## src/hw/rtl/mst_pkg.sv

```systemverilog
`timescale 1ns / 1ps
// mst_pkg: shared types, character codes and helper functions for the
// macro syntax state tracker; no dependencies

package mst_pkg;

  localparam int DEPTH_BITS_DEF = 8;

  localparam int IN_TDATA_W  = 16;  // char_code, arg_count, zero fill
  localparam int OUT_TDATA_W = 8;   // syntax_state, error_code, zero fill

  localparam logic [7:0] CH_BSLASH  = 8'h5C;
  localparam logic [7:0] CH_HASH    = 8'h23;
  localparam logic [7:0] CH_PERCENT = 8'h25;
  localparam logic [7:0] CH_LBRACE  = 8'h7B;
  localparam logic [7:0] CH_RBRACE  = 8'h7D;
  localparam logic [7:0] CH_NL      = 8'h0A;
  localparam logic [7:0] CH_TAB     = 8'h09;
  localparam logic [7:0] CH_SPACE   = 8'h20;

  typedef enum logic [4:0] {
    ST_PLAIN   = 5'd0,
    ST_ESC     = 5'd1,
    ST_MACRO   = 5'd2,
    ST_COMMENT = 5'd3,
    ST_AFTER   = 5'd4,
    ST_A1B     = 5'd5,
    ST_A1      = 5'd6,
    ST_A1E     = 5'd7,
    ST_A1END   = 5'd8,
    ST_A2B     = 5'd9,
    ST_A2      = 5'd10,
    ST_A2E     = 5'd11,
    ST_A2END   = 5'd12,
    ST_A3B     = 5'd13,
    ST_A3      = 5'd14,
    ST_A3E     = 5'd15,
    ST_MEND    = 5'd16,
    ST_BADESC  = 5'd17
  } state_t;

  typedef enum logic [1:0] {
    ERR_NONE      = 2'd0,
    ERR_BAD_MACRO = 2'd1,
    ERR_NO_BRACE  = 2'd2,
    ERR_OVERFLOW  = 2'd3
  } err_t;

  // tracker registers other than the brace depth
  typedef struct packed {
    state_t parse;
    state_t saved;
    err_t   err;
  } track_t;

  localparam track_t TRACK_RESET = '{parse: ST_PLAIN, saved: ST_PLAIN, err: ERR_NONE};

  function automatic logic is_alnum(input logic [7:0] c);
    return (c inside {[8'h30:8'h39], [8'h41:8'h5A], [8'h61:8'h7A]});
  endfunction

  function automatic logic is_escapable(input logic [7:0] c);
    return (c inside {CH_BSLASH, CH_HASH, CH_PERCENT, CH_LBRACE, CH_RBRACE});
  endfunction

endpackage

```

## src/hw/rtl/mst_step.sv

```systemverilog
`timescale 1ns / 1ps
// mst_step: combinational transition of the syntax tracker for one word
// depends on mst_pkg

module mst_step
  import mst_pkg::*;
#(
  parameter int DEPTH_BITS = DEPTH_BITS_DEF
) (
  input  logic [7:0]            char_code,
  input  logic [1:0]            arg_count,
  input  track_t                trk,
  input  logic [DEPTH_BITS-1:0] depth,
  output track_t                trk_next,
  output logic [DEPTH_BITS-1:0] depth_next
);

  localparam logic [DEPTH_BITS-1:0] DEPTH_MAX = '1;

  logic [1:0]            n;
  state_t                s;
  track_t                t;
  logic [DEPTH_BITS-1:0] d;
  logic [DEPTH_BITS-1:0] d_dec;
  logic                  skip;
  logic                  at_max;
  logic                  balanced;

  always_comb begin
    n        = (arg_count == 2'd0) ? 2'd1 : arg_count;
    t        = trk;
    d        = depth;
    s        = trk.parse;
    skip     = 1'b0;
    at_max   = (depth == DEPTH_MAX);
    d_dec    = (depth != '0) ? depth - 1'b1 : '0;
    balanced = (d_dec == '0);

    if (trk.err == ERR_NONE) begin
      // after a comment: skip blanks, then resume in the saved state
      if (trk.parse == ST_AFTER) begin
        if (char_code == CH_SPACE || char_code == CH_TAB) begin
          skip = 1'b1;
        end else begin
          s       = trk.saved;
          t.parse = trk.saved;
        end
      end

      if (!skip) begin
        if (char_code == CH_PERCENT &&
            !(s inside {ST_ESC, ST_A1E, ST_A2E, ST_A3E, ST_COMMENT})) begin
          t.saved = s;
          t.parse = ST_COMMENT;
        end else begin
          case (s)
            ST_PLAIN, ST_BADESC, ST_MEND: begin
              t.parse = (char_code == CH_BSLASH) ? ST_ESC : ST_PLAIN;
            end
            ST_ESC: begin
              if (is_alnum(char_code))          t.parse = ST_MACRO;
              else if (is_escapable(char_code)) t.parse = ST_PLAIN;
              else                              t.parse = ST_BADESC;
            end
            ST_COMMENT: begin
              if (char_code == CH_NL) t.parse = ST_AFTER;
            end
            ST_MACRO: begin
              if (char_code == CH_LBRACE) begin
                if (at_max) begin
                  t.err = ERR_OVERFLOW;
                end else begin
                  d       = depth + 1'b1;
                  t.parse = ST_A1B;
                end
              end else if (!is_alnum(char_code)) begin
                t.err = ERR_BAD_MACRO;
              end
            end
            ST_A1, ST_A2, ST_A3: begin
              if (char_code == CH_BSLASH) begin
                t.parse = state_t'(s + 5'd1);
              end else if (char_code == CH_LBRACE) begin
                if (at_max) t.err = ERR_OVERFLOW;
                else        d = depth + 1'b1;
              end else if (char_code == CH_RBRACE) begin
                d = d_dec;
                if (balanced) begin
                  if (n == 2'd1)      t.parse = ST_MEND;
                  else if (n == 2'd2) t.parse = (s == ST_A1) ? ST_A1END : ST_MEND;
                  else if (s == ST_A1) t.parse = ST_A1END;
                  else if (s == ST_A2) t.parse = ST_A2END;
                  else                 t.parse = ST_MEND;
                end
              end
            end
            ST_A1E, ST_A2E, ST_A3E: begin
              t.parse = state_t'(s - 5'd1);
            end
            ST_A1B, ST_A2B, ST_A3B: begin
              if (char_code == CH_BSLASH) begin
                t.parse = state_t'(s + 5'd2);
              end else if (char_code == CH_LBRACE) begin
                if (at_max) begin
                  t.err = ERR_OVERFLOW;
                end else begin
                  d       = depth + 1'b1;
                  t.parse = state_t'(s + 5'd1);
                end
              end else if (char_code == CH_RBRACE) begin
                d = d_dec;
                if (s == ST_A1B)      t.parse = (n == 2'd1) ? ST_MEND : ST_A1END;
                else if (s == ST_A2B) t.parse = (n == 2'd2) ? ST_MEND : ST_A2END;
                else                  t.parse = ST_MEND;
              end else begin
                t.parse = state_t'(s + 5'd1);
              end
            end
            ST_A1END, ST_A2END: begin
              if ((s == ST_A1END && n == 2'd1) || (s == ST_A2END && n == 2'd2)) begin
                t.parse = ST_MEND;
              end else if (char_code != CH_LBRACE) begin
                t.err = ERR_NO_BRACE;
              end else if (at_max) begin
                t.err = ERR_OVERFLOW;
              end else begin
                d       = depth + 1'b1;
                t.parse = state_t'(s + 5'd1);
              end
            end
            default: begin
              t.parse = ST_PLAIN;
            end
          endcase
        end
      end
    end

    trk_next   = t;
    depth_next = d;
  end

endmodule

```

## src/hw/rtl/macro_syntax_state_tracker.sv

```systemverilog
`timescale 1ns / 1ps
// macro_syntax_state_tracker: top level, input register, tracker state,
// result register; depends on mst_pkg and mst_step
//
//   channel | dir | tdata fields (lsb first)                | notes
//   --------+-----+------------------------------------------+----------------
//   s_axis  | in  | char_code[7:0], arg_count[9:8], 0[15:10] | one char/word
//   m_axis  | out | syntax_state[4:0], error_code[6:5], 0[7] | one per input
//
// one word in, one word out; a taken word passes the input register, then
// the result register, before it shows on m_tdata
// sustained rate is one word per cycle while m_tready is high: the mst_step
// transition is the only logic between the input and result/state registers
// rst (synchronous, active high) clears the tracker to plain text, depth
// zero and no error, and empties both registers
// a stalled result holds the input register; s_tready stays high while
// the result register is empty or being taken
// once an error is latched, every later word returns the same state/code

module macro_syntax_state_tracker
  import mst_pkg::*;
#(
  parameter int DEPTH_BITS = DEPTH_BITS_DEF
) (
  input  logic                   clk,
  input  logic                   rst,
  input  logic                   s_tvalid,
  output logic                   s_tready,
  input  logic [IN_TDATA_W-1:0]  s_tdata,   // char_code[7:0], arg_count[9:8]
  output logic                   m_tvalid,
  input  logic                   m_tready,
  output logic [OUT_TDATA_W-1:0] m_tdata    // syntax_state[4:0], error_code[6:5]
);

  // input register
  logic       in_valid;
  logic [7:0] in_char;
  logic [1:0] in_count;

  // tracker state
  track_t                trk;
  track_t                trk_next;
  logic [DEPTH_BITS-1:0] depth;
  logic [DEPTH_BITS-1:0] depth_next;

  // result register
  logic   out_valid;
  state_t out_state;
  err_t   out_err;

  logic adv;

  // the held word moves on when the result slot is free or being emptied
  assign adv      = in_valid && (!out_valid || m_tready);
  assign s_tready = !in_valid || adv;

  always_ff @(posedge clk) begin
    if (rst) begin
      in_valid <= 1'b0;
    end else if (s_tready) begin
      in_valid <= s_tvalid;
    end
  end

  always_ff @(posedge clk) begin
    if (s_tvalid && s_tready) begin
      in_char  <= s_tdata[7:0];
      in_count <= s_tdata[9:8];
    end
  end

  mst_step #(
    .DEPTH_BITS (DEPTH_BITS)
  ) u_step (
    .char_code  (in_char),
    .arg_count  (in_count),
    .trk        (trk),
    .depth      (depth),
    .trk_next   (trk_next),
    .depth_next (depth_next)
  );

  // tracker state and result advance together
  always_ff @(posedge clk) begin
    if (rst) begin
      trk       <= TRACK_RESET;
      depth     <= '0;
      out_valid <= 1'b0;
      out_state <= ST_PLAIN;
      out_err   <= ERR_NONE;
    end else if (adv) begin
      trk       <= trk_next;
      depth     <= depth_next;
      out_valid <= 1'b1;
      out_state <= trk_next.parse;
      out_err   <= trk_next.err;
    end else if (m_tready) begin
      out_valid <= 1'b0;
    end
  end

  assign m_tvalid = out_valid;
  assign m_tdata  = {1'b0, out_err, out_state};

endmodule

```

## config.mk

```make
export PLATFORM = sky130hd
export DESIGN_NAME = macro_syntax_state_tracker
export DESIGN_NICKNAME = d
export VERILOG_FILES = /design/src/hw/rtl/mst_pkg.sv /design/src/hw/rtl/mst_step.sv /design/src/hw/rtl/macro_syntax_state_tracker.sv
export SDC_FILE = /design/constraint.sdc
export NUM_CORES = 1
export LEC_CHECK = 0
export BUFFER_PORTS_ARGS = -buffer_cell sky130_fd_sc_hd__buf_2
export CORE_MARGIN = 2
export CORE_UTILIZATION = 40
export DETAILED_ROUTE_END_ITERATION = 6
export PLACE_DENSITY = 0.58
export SLEW_MARGIN = 20
export SYNTH_ARGS = -nofsm -noshare
export SYNTH_HDL_FRONTEND = slang
export SYNTH_SLANG_ARGS = --single-unit
export TNS_END_PERCENT = 30
```

## constraint.sdc

```tcl
create_clock -name clk -period 4.4 [get_ports clk]
set_input_delay 0.88 -clock clk [delete_from_list [all_inputs] [get_ports clk]]
set_output_delay 0.88 -clock clk [all_outputs]
set_load 0.01 [all_outputs]
```

==> results.yml <==
route:
  drt_wl_total_mm: 8.92
  drt_pre_antenna_iters: 5
  via_count: 3143
  dr.first_iter.drc_count: 425
  avgViaCountPerCell: 6.38
  ant_nets: 0
  drc: 0
  wl_per_cell_um: 18.1
setup_path:
  crit_fanout: 8
  path_class: "flip-flop to flip-flop"
  cp.arrival_ns: 4.37
  worstPathRequired_ns: 4.57
  r2r_cells: 14
  critPathCaptureType: "flip-flop"
  start_kind: "flip-flop"
worst_hold_path:
  hold_class: "flip-flop to flip-flop"
  whs_path_depth: 1
synth:
  synth_warnings: 0
  synthCells: 375
  yosysUniqueCellTypes: 79
  netlist_area_um2: 2930
  yosys_most_used_dff: "dfxtp_1"
  async_flop_share: 0
  synth_fp_nets: 404
  ys_ff_latch: 32
  synth_edf_count: 10
  ys_seq_area_frac: 0.253
  synth_largest_type_area_fraction: 0.150
  syn_area_per_cell_um2: 7.81
  synth_area_leaders: "dfxtp_1 (15%), edfxtp_1 (10%), o21ai_0 (4.8%)"
  synth_top_area_cell: "dfxtp_1"
sta:
  maxSlewHeadroom: 0.279
  finalCritPeriodShare: 0.955
  drv_slew: 0
  max_freq_ghz: 0.238
  setup_tns_ns: 0
  setup_violations: 0
  tightest_slew_ns: 1.07
  fin_skew_ns: 0.00734
  rsz0062_at_grt: "no"
  worst_hold_slack_ns: 0.497
  finalCriticalPeriod_ns: 4.20
  hold_viol: 0
grt:
  gr-total-overflow: 0
  grt_pass1_wl_mm: 13.9
  track_usage: 0.225
  grt_max_degree: 20
  grt_pass1_vias: 2720
  grt_antenna_before_repair: 0
clocking:
  clk_pin_slew_ns: 0.07
  cts_resized: 0
  cts.path.max_buffers: 2
  cts.sinks: 32
  clk_latency_ns: 0.29
  cts_hold_buf: 0
  post_cts_buffers: 0
  htreeDepth: 2
  cts_root_buffer: "clkbuf_8"
  cts_made_buffers: 5
  tritoncts: "yes"
pwr:
  ir_drop_uv: 154
  power.total_uw: 672
  p_per_area_nw_per_um2: 207
  power.internal_uw: 483
  clockPowerShare: 0.354
  seq_power_share: 0.482
  p_leak_uw: 0.00110
  power.switching_uw: 189
  comb_power_share: 0.164
  swShare: 0.282
placement:
  gp_congestion: 0.986
  placed_area_um2: 3150
  portBuffers: 22
  hpwl_mm: 6.43
final_layout:
  diodes: 0
  area_delta_synth_final_pct: 11.0
  drive_gt1_frac: 0.162
  utilization: 0.453
  final_cell_mix: "nor2_1 (35), nand2_1 (31), o21ai_0 (27)"
  fin_area_um2: 3250
  n_fill_cell: 726
  nets: 422
  final_common_cell: "nor2_1"
floorplan:
  die_w_um: 89.6
  start_util: 0.408
  io-pin-count: 30
  row_count: 31
  coreArea_um2: 7180
  dieHeight_um: 89.6
  die_area_um2: 8020
outcome:
  status: "completed"
run:
  maxCapViolCount: 0
==> synthesized netlist by cell type, types with 3 or more instances <==
master and count:
buf_2 6, or4_1 3, inv_1 10, o21ai_0 28, nand2_1 31, nand2b_1 5
nor3_1 16, or3_1 8, o211ai_1 7, mux2i_1 4, nor2_1 35, dfxtp_1 22
and3_1 5, a221o_1 3, nor4_1 10, a41oi_1 5, ha_1 9, a31oi_1 8
clkbuf_1 12, nor2b_1 3, o32ai_1 3, o31ai_1 3, xnor2_1 7, a211oi_1 6
a22o_1 4, edfxtp_1 10, nor4b_1 3, o22ai_1 3, a21oi_1 22, a22oi_1 3
o221ai_1 3, o21a_1 4, buf_4 8, and2_1 4, nand3_1 8
==> through the flow <==
| stage | instances | setup slack, ns |
|---|---|---|
| floorplan | 375 | 0.298 |
| global placement | 485 | 0.323 |
| detailed placement | 485 | 0.332 |
| CTS | 493 | 0.270 |
| global route | 493 | 0.00551 |
| finish | 493 | 0.198 |
==> sequential cells by signal, indices dropped and copies added, names as in the netlist <==
signal,flops
in_valid,1
in_char,8
out_state,5
m_tvalid,1
depth,8
in_count,2
out_err,2
trk,5
==> power by group through the flow <==
stage	combinational [uW]	clock, uW	sequential, uW
floorplan	75.9	0	328
global placement	107	0	330
detailed placement	107	0	331
CTS	108	244	324
global route	119	251	325
finish	110	238	324
==> final timing paths <==
kind / startpoint / endpoint / slack (ns)
worst max register to register: in_char[4]$_DFFE_PP_ / trk[4]$_SDFFE_PP0P_ / 0.20
worst min register to register: out_err[0]$_SDFFE_PP0P_ / out_err[0]$_SDFFE_PP0P_ / 0.50
worst min-delay path: out_err[0]$_SDFFE_PP0P_ / out_err[0]$_SDFFE_PP0P_ / 0.50
worst max-delay path: in_char[4]$_DFFE_PP_ / trk[4]$_SDFFE_PP0P_ / 0.20
==> cells by family after synthesis <==
logic type,count (synthesis),synth area share
xor+xnor,7,0.0209
mux,6,0.0214
compound gates,134,0.339
fa+ha+maj,9,0.0385
flops,32,0.253
buf+inv,40,0.0667
simple gates,146,0.259
other cells,1,0.00128
==> layout make-up <==
| class | instances | area (um^2) | area share |
|---|---|---|---|
| timing repair buffer | 39 | 250 | 0.0770 |
| clock inverter | 2 | 10.0 | 0.00308 |
| clock buffer | 6 | 82.6 | 0.0254 |
| inverter | 12 | 45.0 | 0.0139 |
| tap | 99 | 124 | 0.0381 |
| multi-input combinational | 303 | 2000 | 0.615 |
| sequential | 32 | 741 | 0.228 |
==> layer usage <==
layer,vias to the layer above,share of wire,wire (um),global-route usage
li1,1483,-,-,-
met1,1463,0.43,3840,0.302
met2,159,0.45,4060,0.358
met3,38,0.076,681,0.0379
met4,0,0.038,339,0.0909
met5,-,0,0,0
==> worst max-delay path: stages, from the launching register on <==
cell and delay [ns]:
edfxtp_1 0.45, or3_1 0.50, a2111o_4 0.59, a31oi_2 0.37, inv_1 0.21, ha_1 0.27, inv_1 0.13, nor2_1 0.07
ha_1 0.26, a2111oi_1 0.43, o21ai_2 0.18, nor2_1 0.19, buf_4 0.17, mux2i_1 0.20, nor2_1 0.06
Note: power is estimated with default switching activity, not from simulation.
